--- src/design/ptu_pkg.sv ---
// Shared types, codes and helpers for the particle table update core.
package ptu_pkg;

  localparam logic [1:0] ACT_SPAWN = 2'd0;
  localparam logic [1:0] ACT_TICK  = 2'd1;
  localparam logic [1:0] ACT_CLEAR = 2'd2;

  localparam logic [2:0] KIND_SPAWNED  = 3'd0;
  localparam logic [2:0] KIND_DROPPED  = 3'd1;
  localparam logic [2:0] KIND_PARTICLE = 3'd2;
  localparam logic [2:0] KIND_NONE     = 3'd3;
  localparam logic [2:0] KIND_CLEARED  = 3'd4;

  localparam logic [1:0] CFG_GRAVITY_ON    = 2'd0;
  localparam logic [1:0] CFG_GRAVITY_ACCEL = 2'd1;
  localparam logic [1:0] CFG_DRAG_RATE     = 2'd2;
  localparam logic [1:0] CFG_LIMIT         = 2'd3;

  localparam logic [16:0] ONE_Q16   = 17'h10000;
  localparam logic [2:0]  LANE_LAST_AXIS  = 3'd2;
  localparam logic [2:0]  LANE_LAST_BLEND = 3'd4;
  localparam logic [4:0]  DIV_STEPS = 5'd16;

  typedef struct packed {
    logic [1:0]         action;
    logic [15:0]        dt;
    logic signed [31:0] pos_x;
    logic signed [31:0] pos_y;
    logic signed [31:0] pos_z;
    logic signed [31:0] vel_x;
    logic signed [31:0] vel_y;
    logic signed [31:0] vel_z;
    logic [23:0]        life;
    logic [31:0]        start_color;
    logic [31:0]        end_color;
    logic [31:0]        sizes;
  } in_t;

  typedef struct packed {
    logic [2:0]         kind;
    logic signed [31:0] out_x;
    logic signed [31:0] out_y;
    logic signed [31:0] out_z;
    logic [31:0]        out_color;
    logic [15:0]        out_size;
    logic [5:0]         slot;
    logic [6:0]         live_count;
    logic               last;
  } out_t;

  typedef struct packed {
    logic signed [31:0] px;
    logic signed [31:0] py;
    logic signed [31:0] pz;
    logic signed [31:0] vx;
    logic signed [31:0] vy;
    logic signed [31:0] vz;
    logic [23:0]        life_left;
    logic [23:0]        life_total;
    logic [31:0]        color_from;
    logic [31:0]        color_to;
    logic [31:0]        size_pair;
  } rec_t;

  typedef enum logic [3:0] {
    OP_IDLE,
    OP_SPAWN,
    OP_READ,
    OP_LOAD,
    OP_MUL_DRAGF,
    OP_SET_DRAGF,
    OP_MUL_GRAV,
    OP_ADD_GRAV,
    OP_MUL_DRAG,
    OP_SET_DRAG,
    OP_MUL_MOVE,
    OP_ADD_MOVE,
    OP_MUL_BLEND,
    OP_SET_BLEND,
    OP_WRITE,
    OP_OUT
  } op_t;

  typedef struct packed {
    op_t        op;
    logic [2:0] lane;
    logic [5:0] addr;
    logic [2:0] kind;
    logic [6:0] count;
    logic       last;
  } cmd_t;

  typedef struct packed {
    logic dead;
    logic div_done;
  } sts_t;

  function automatic logic signed [31:0] sat32(input logic signed [33:0] v);
    logic signed [33:0] hi;
    logic signed [33:0] lo;
    hi = 34'sh07FFFFFFF;
    lo = -34'sh080000000;
    if (v > hi) begin
      sat32 = 32'sh7FFFFFFF;
    end else if (v < lo) begin
      sat32 = 32'sh80000000;
    end else begin
      sat32 = v[31:0];
    end
  endfunction

endpackage

--- src/design/ptu_ctrl.sv ---
// Controller: sequences spawn, clear, the per-particle tick steps and the emit pass.
module ptu_ctrl #(
  parameter int MAX_PARTICLES = 64
) (
  input  logic          clk,
  input  logic          rst,
  input  logic          accept,
  input  logic [1:0]    action,
  input  logic [6:0]    particle_limit,
  input  logic          out_stall,
  input  ptu_pkg::sts_t sts,
  output logic          in_stall,
  output logic          out_valid,
  output ptu_pkg::cmd_t cmd
);

  typedef enum logic [4:0] {
    S_IDLE, S_SPAWN, S_SINGLE, S_DRAGF_M, S_DRAGF_A, S_RD, S_LOAD, S_CHK,
    S_GRAV_M, S_GRAV_A, S_DRAG_M, S_DRAG_A, S_MOVE_M, S_MOVE_A, S_DIV_WAIT,
    S_BLEND_M, S_BLEND_A, S_WRITE, S_DONE, S_EMIT_RD, S_EMIT_OUT
  } state_t;

  localparam logic [6:0] MAX_LIVE = 7'(MAX_PARTICLES);

  state_t     state;
  logic [6:0] live;
  logic [6:0] idx;
  logic [6:0] wr;
  logic [6:0] emit;
  logic [2:0] lane;
  logic [2:0] single_kind;
  logic       out_free;
  logic [6:0] lim;
  logic       idx_end;
  logic       emit_end;

  assign out_free = !out_valid || !out_stall;
  assign lim      = (particle_limit < MAX_LIVE) ? particle_limit : MAX_LIVE;
  assign idx_end  = (idx + 7'd1) == live;
  assign emit_end = (emit + 7'd1) == live;
  assign in_stall = (state != S_IDLE);

  always_comb begin
    cmd       = '0;
    cmd.op    = ptu_pkg::OP_IDLE;
    cmd.lane  = lane;
    cmd.count = live;
    unique case (state)
      S_SPAWN: begin
        if (live < lim) begin
          cmd.op   = ptu_pkg::OP_SPAWN;
          cmd.addr = live[5:0];
        end
      end
      S_SINGLE: begin
        cmd.kind = single_kind;
        cmd.last = 1'b1;
        if (out_free) begin
          cmd.op = ptu_pkg::OP_OUT;
        end
      end
      S_DRAGF_M: cmd.op = ptu_pkg::OP_MUL_DRAGF;
      S_DRAGF_A: cmd.op = ptu_pkg::OP_SET_DRAGF;
      S_RD: begin
        cmd.op   = ptu_pkg::OP_READ;
        cmd.addr = idx[5:0];
      end
      S_LOAD:    cmd.op = ptu_pkg::OP_LOAD;
      S_CHK:     cmd.op = ptu_pkg::OP_IDLE;
      S_GRAV_M:  cmd.op = ptu_pkg::OP_MUL_GRAV;
      S_GRAV_A:  cmd.op = ptu_pkg::OP_ADD_GRAV;
      S_DRAG_M:  cmd.op = ptu_pkg::OP_MUL_DRAG;
      S_DRAG_A:  cmd.op = ptu_pkg::OP_SET_DRAG;
      S_MOVE_M:  cmd.op = ptu_pkg::OP_MUL_MOVE;
      S_MOVE_A:  cmd.op = ptu_pkg::OP_ADD_MOVE;
      S_DIV_WAIT: cmd.op = ptu_pkg::OP_IDLE;
      S_BLEND_M: cmd.op = ptu_pkg::OP_MUL_BLEND;
      S_BLEND_A: cmd.op = ptu_pkg::OP_SET_BLEND;
      S_WRITE: begin
        cmd.op   = ptu_pkg::OP_WRITE;
        cmd.addr = wr[5:0];
      end
      S_EMIT_RD: begin
        cmd.op   = ptu_pkg::OP_READ;
        cmd.addr = emit[5:0];
      end
      S_EMIT_OUT: begin
        cmd.kind = ptu_pkg::KIND_PARTICLE;
        cmd.addr = emit[5:0];
        cmd.last = emit_end;
        if (out_free) begin
          cmd.op = ptu_pkg::OP_OUT;
        end
      end
      default: cmd.op = ptu_pkg::OP_IDLE;
    endcase
  end

  always_ff @(posedge clk) begin
    if (rst) begin
      state       <= S_IDLE;
      live        <= '0;
      idx         <= '0;
      wr          <= '0;
      emit        <= '0;
      lane        <= '0;
      single_kind <= ptu_pkg::KIND_SPAWNED;
      out_valid   <= 1'b0;
    end else begin
      if (cmd.op == ptu_pkg::OP_OUT) begin
        out_valid <= 1'b1;
      end else if (!out_stall) begin
        out_valid <= 1'b0;
      end
      unique case (state)
        S_IDLE: begin
          if (accept) begin
            unique case (action)
              ptu_pkg::ACT_SPAWN: state <= S_SPAWN;
              ptu_pkg::ACT_TICK:  state <= S_DRAGF_M;
              ptu_pkg::ACT_CLEAR: begin
                live        <= '0;
                single_kind <= ptu_pkg::KIND_CLEARED;
                state       <= S_SINGLE;
              end
              default: state <= S_IDLE;
            endcase
          end
        end
        S_SPAWN: begin
          if (live < lim) begin
            live        <= live + 7'd1;
            single_kind <= ptu_pkg::KIND_SPAWNED;
          end else begin
            single_kind <= ptu_pkg::KIND_DROPPED;
          end
          state <= S_SINGLE;
        end
        S_SINGLE: begin
          if (out_free) begin
            state <= S_IDLE;
          end
        end
        S_DRAGF_M: state <= S_DRAGF_A;
        S_DRAGF_A: begin
          idx   <= '0;
          wr    <= '0;
          state <= (live == 7'd0) ? S_DONE : S_RD;
        end
        S_RD:   state <= S_LOAD;
        S_LOAD: state <= S_CHK;
        S_CHK: begin
          if (sts.dead) begin
            idx   <= idx + 7'd1;
            state <= idx_end ? S_DONE : S_RD;
          end else begin
            state <= S_GRAV_M;
          end
        end
        S_GRAV_M: state <= S_GRAV_A;
        S_GRAV_A: begin
          lane  <= '0;
          state <= S_DRAG_M;
        end
        S_DRAG_M: state <= S_DRAG_A;
        S_DRAG_A: begin
          if (lane == ptu_pkg::LANE_LAST_AXIS) begin
            lane  <= '0;
            state <= S_MOVE_M;
          end else begin
            lane  <= lane + 3'd1;
            state <= S_DRAG_M;
          end
        end
        S_MOVE_M: state <= S_MOVE_A;
        S_MOVE_A: begin
          if (lane == ptu_pkg::LANE_LAST_AXIS) begin
            lane  <= '0;
            state <= S_DIV_WAIT;
          end else begin
            lane  <= lane + 3'd1;
            state <= S_MOVE_M;
          end
        end
        S_DIV_WAIT: begin
          if (sts.div_done) begin
            state <= S_BLEND_M;
          end
        end
        S_BLEND_M: state <= S_BLEND_A;
        S_BLEND_A: begin
          if (lane == ptu_pkg::LANE_LAST_BLEND) begin
            lane  <= '0;
            state <= S_WRITE;
          end else begin
            lane  <= lane + 3'd1;
            state <= S_BLEND_M;
          end
        end
        S_WRITE: begin
          wr    <= wr + 7'd1;
          idx   <= idx + 7'd1;
          state <= idx_end ? S_DONE : S_RD;
        end
        S_DONE: begin
          live <= wr;
          emit <= '0;
          if (wr == 7'd0) begin
            single_kind <= ptu_pkg::KIND_NONE;
            state       <= S_SINGLE;
          end else begin
            state <= S_EMIT_RD;
          end
        end
        S_EMIT_RD: state <= S_EMIT_OUT;
        S_EMIT_OUT: begin
          if (out_free) begin
            emit  <= emit + 7'd1;
            state <= emit_end ? S_IDLE : S_EMIT_RD;
          end
        end
        default: state <= S_IDLE;
      endcase
    end
  end

endmodule

--- config.mk ---
export PLATFORM = sky130hd
export DESIGN_NAME = ptu_ctrl
export DESIGN_NICKNAME = d
export VERILOG_FILES = /design/src/design/ptu_pkg.sv /design/src/design/ptu_ctrl.sv
export SDC_FILE = /design/constraint.sdc
export NUM_CORES = 1
export LEC_CHECK = 0
export ABC_AREA = 1
export BUFFER_PORTS_ARGS = -buffer_cell sky130_fd_sc_hd__buf_2
export CORE_MARGIN = 10
export CORE_UTILIZATION = 25
export CTS_CLUSTER_DIAMETER = 30
export DETAILED_ROUTE_END_ITERATION = 6
export GPL_TIMING_DRIVEN = 0
export PLACE_DENSITY_LB_ADDON = 0.08
export SLEW_MARGIN = 40
export SYNTH_ARGS = -nofsm -noshare
export SYNTH_HDL_FRONTEND = slang
export SYNTH_SLANG_ARGS = --single-unit
--- constraint.sdc ---
create_clock -name clk -period 1.55 [get_ports clk]
set_input_delay 0.2325 -clock clk [delete_from_list [all_inputs] [get_ports clk]]
set_output_delay 0.2325 -clock clk [all_outputs]
set_load 0.01 [all_outputs]
==> results.tsv <==
metric	value	unit
gp_congestion	0.890	
drt-total-wl	13500	µm
num-fill-cells	1321	
drv_cap	0	
setup_ws	-509	ps
cts_buffers	5	
dieArea	17700	µm²
htree_levels	2	
dp_cells	734	
crit_path_top_delay_cell	dfxtp_4	
r2r_start	state[4]	
grt_pass1_vias	3802	
yosys.cell_count.top_type	nand2_1	
final_nets	666	
tightest_slew	813	ps
path_delay_family	simple AND/OR/NAND/NOR gates	
reg2regPathDepth	13	
finalHoldViolations	0	
wire_per_inst	16.8	µm
endpoint_kind	output pin	
cp_num_cells	8	
worst_r2r_endpoint	single_kind[0]	
synth.distinct_cells	41	
endpoint	cmd[12]	
fmax	0.486	GHz
start_kind	flip-flop	
crit_type	reg -> out	
cts_hold_buffers	0	
worstSetupStartpoint	state[3]	
synth_edf_count	0	
syn_avg_cell_area	6.11	µm²
cp_common_cell	nand2_4	
synth_ff_type	dfxtp_1	
antenna_left	0	
ys_ff_latch	40	
grt_max_degree	14	
netlist_top_cells_area	dfxtp_1 25%, nand2_1 16%, inv_1 8.6%, nand3_1 7.5%, ha_1 7.4%	
netlist_instances	523	
seq_area_frac_synth	0.251	
layout-drive-gt1-share	0.474	
worst_ep_required_time	1320	ps
critPathArrivalTime	1830	ps
diodes	0	
drtIter0Drc	201	
initial_utilization	0.254	
die_height	133	µm
grt_use_total	0.143	
critical-path-max-stage-delay	360	ps
num_rows	41	
clkTransAtPathRegs	60	ps
rrSetupSlack	-330	ps
holdCritPathClass	in -> reg	
rsz0062_at_grt	true	
cts_sinks	40	
yosys_warnings	0	
viasPerCell	4.86	
dpl-instance-area	3630	µm²
coreArea	12600	µm²
yosys.area.top_type_share	0.251	
stdcell_area	5240	µm²
place_hpwl	9320	µm
area_delta_synth_final	63.9	%
cts_tree	done	
crit_fanout	6	
yosys.area.top_type	dfxtp_1	
drc	0	
async_flop_share	0	
path_cells	nor2_4 > nand2_4 > nor2_1 > inv_1 > nand2_4 > a22oi_1 > o211ai_1 > buf_2	
power_density	741	nW/µm²
dr.pass1.iters	4	
skew	11.9	ps
synth_fp_nets	557	
slew_headroom	0.458	
cts_buffer_depth	2	
outcome	finished, violations left	
synth_common_cells	139 x nand2_1, 73 x inv_1, 58 x nor2_1	
fin_crit_sh	1.33	
syn_area	3200	µm²
cp.buffers_inverters	2	
clk_latency	290	ps
setup_viol	41	
vias	3914	
antenna_found_initial	0	
fin_crit	2060	ps
cts_root_buf	clkbuf_16	
grt_pass1_wl	20400	µm
instances_no_fill	805	
peakVddDrop	0.407	mV
overflow	0	
slew_viol_final	0	
place.port_buffers	39	
violations	setup timing	
dieWidth	133	µm
pin_count	41	
leakage	2.23	nW
## registers in the layout, indices dropped and copies added (netlist names)
register	flops
state	5
idx	7
emit	7
out_valid	1
wr	7
single_kind	3
live	7
lane	3
## cells in the final DEF, fill, tap and decap left out, drive strengths merged, types with 2 or more instances in the layout
master	n
nand2	142
buf	109
inv	76
nor2	64
nand3	48
dfxtp	40
a21oi	35
o21ai	24
ha	19
nor3	12
nand4	10
clkbuf	9
a22oi	6
o22ai	4
a32oi	4
clkinv	4
o211ai	3
xor2	3
a221oi	3
o221ai	3
nor4	2
xnor2	2
## worst reg2reg max path: cells and delay by family, from the launching register on
family          cells  cell delay (ps)
simple gates        6              630
buf+inv             6              620
flops               1              440
compound gates      1              120
## worst min-delay path by stage
stage | from | end | slack, ps | cells after the start
6_report | accept | state[0] | 450 | 5
4_1_cts | accept | state[0] | 440 | 5
3_5_place_dp | single_kind[1] | single_kind[1] | 460 | 2
5_1_grt | accept | state[0] | 510 | 5
2_1_floorplan | single_kind[1] | single_kind[1] | 420 | 2
3_3_place_gp | single_kind[1] | single_kind[1] | 460 | 2
## power breakdown
part           switching [mW]  total [mW]  internal, mW
clock network           0.473        1.07         0.595
registers              0.0789        1.18          1.10
logic                   0.931        1.64         0.705
total                    1.48        3.88          2.40
## final cells by class
type	count	area (µm²)	area share
flip-flops and latches	40	861	0.164
repair buffers	102	802	0.153
clock buffers	5	125	0.0239
well taps	172	215	0.0411
plain buffers	11	96.3	0.0184
clock inverters	3	18.8	0.00358
inverters	78	329	0.0628
multi-input cells	394	2790	0.533
## routing by layer
layer	share of wire	global-route usage	vias to the layer above
met5	0	0	-
met4	0.030	0.0471	0
met3	0.047	0.0276	26
met2	0.49	0.247	96
met1	0.43	0.173	1849
li1	-	-	1943
## cell families (layout without fill, tap and decap cells)
kind of cell | after synthesis | count (layout) | synth area share
XOR/XNOR | 5 | 5 | 0.0137
AND/OR/NAND/NOR | 279 | 280 | 0.380
AO/OA/AOI/OAI | 90 | 90 | 0.173
buffers and inverters | 90 | 199 | 0.108
adder cells (fa/ha/maj) | 19 | 19 | 0.0744
flip-flops | 40 | 40 | 0.251
## what timing repair did
item | CTS | global route
setup buffers | 36 | 28
gates resized for setup | 152 | 126
cloned | 1 | 0
setup endpoints to repair | 52 | 51
pin swaps | 48 | 49
## through the flow
step | util | TNS (ps) | setup WS [ps] | power (mW) | hold WS (ps)
2_1_floorplan | - | -317 | -75.5 | 1.75 | 425
3_3_place_gp | 0.289 | -16140 | -531 | 2.11 | 456
3_5_place_dp | 0.289 | -15750 | -553 | 2.11 | 459
4_1_cts | 0.361 | -9280 | -549 | 3.57 | 436
5_1_grt | 0.417 | -13850 | -605 | 4.10 | 508
6_report | 0.417 | -10200 | -509 | 3.88 | 449
No activity file was read; power rests on OpenSTA's default activity.
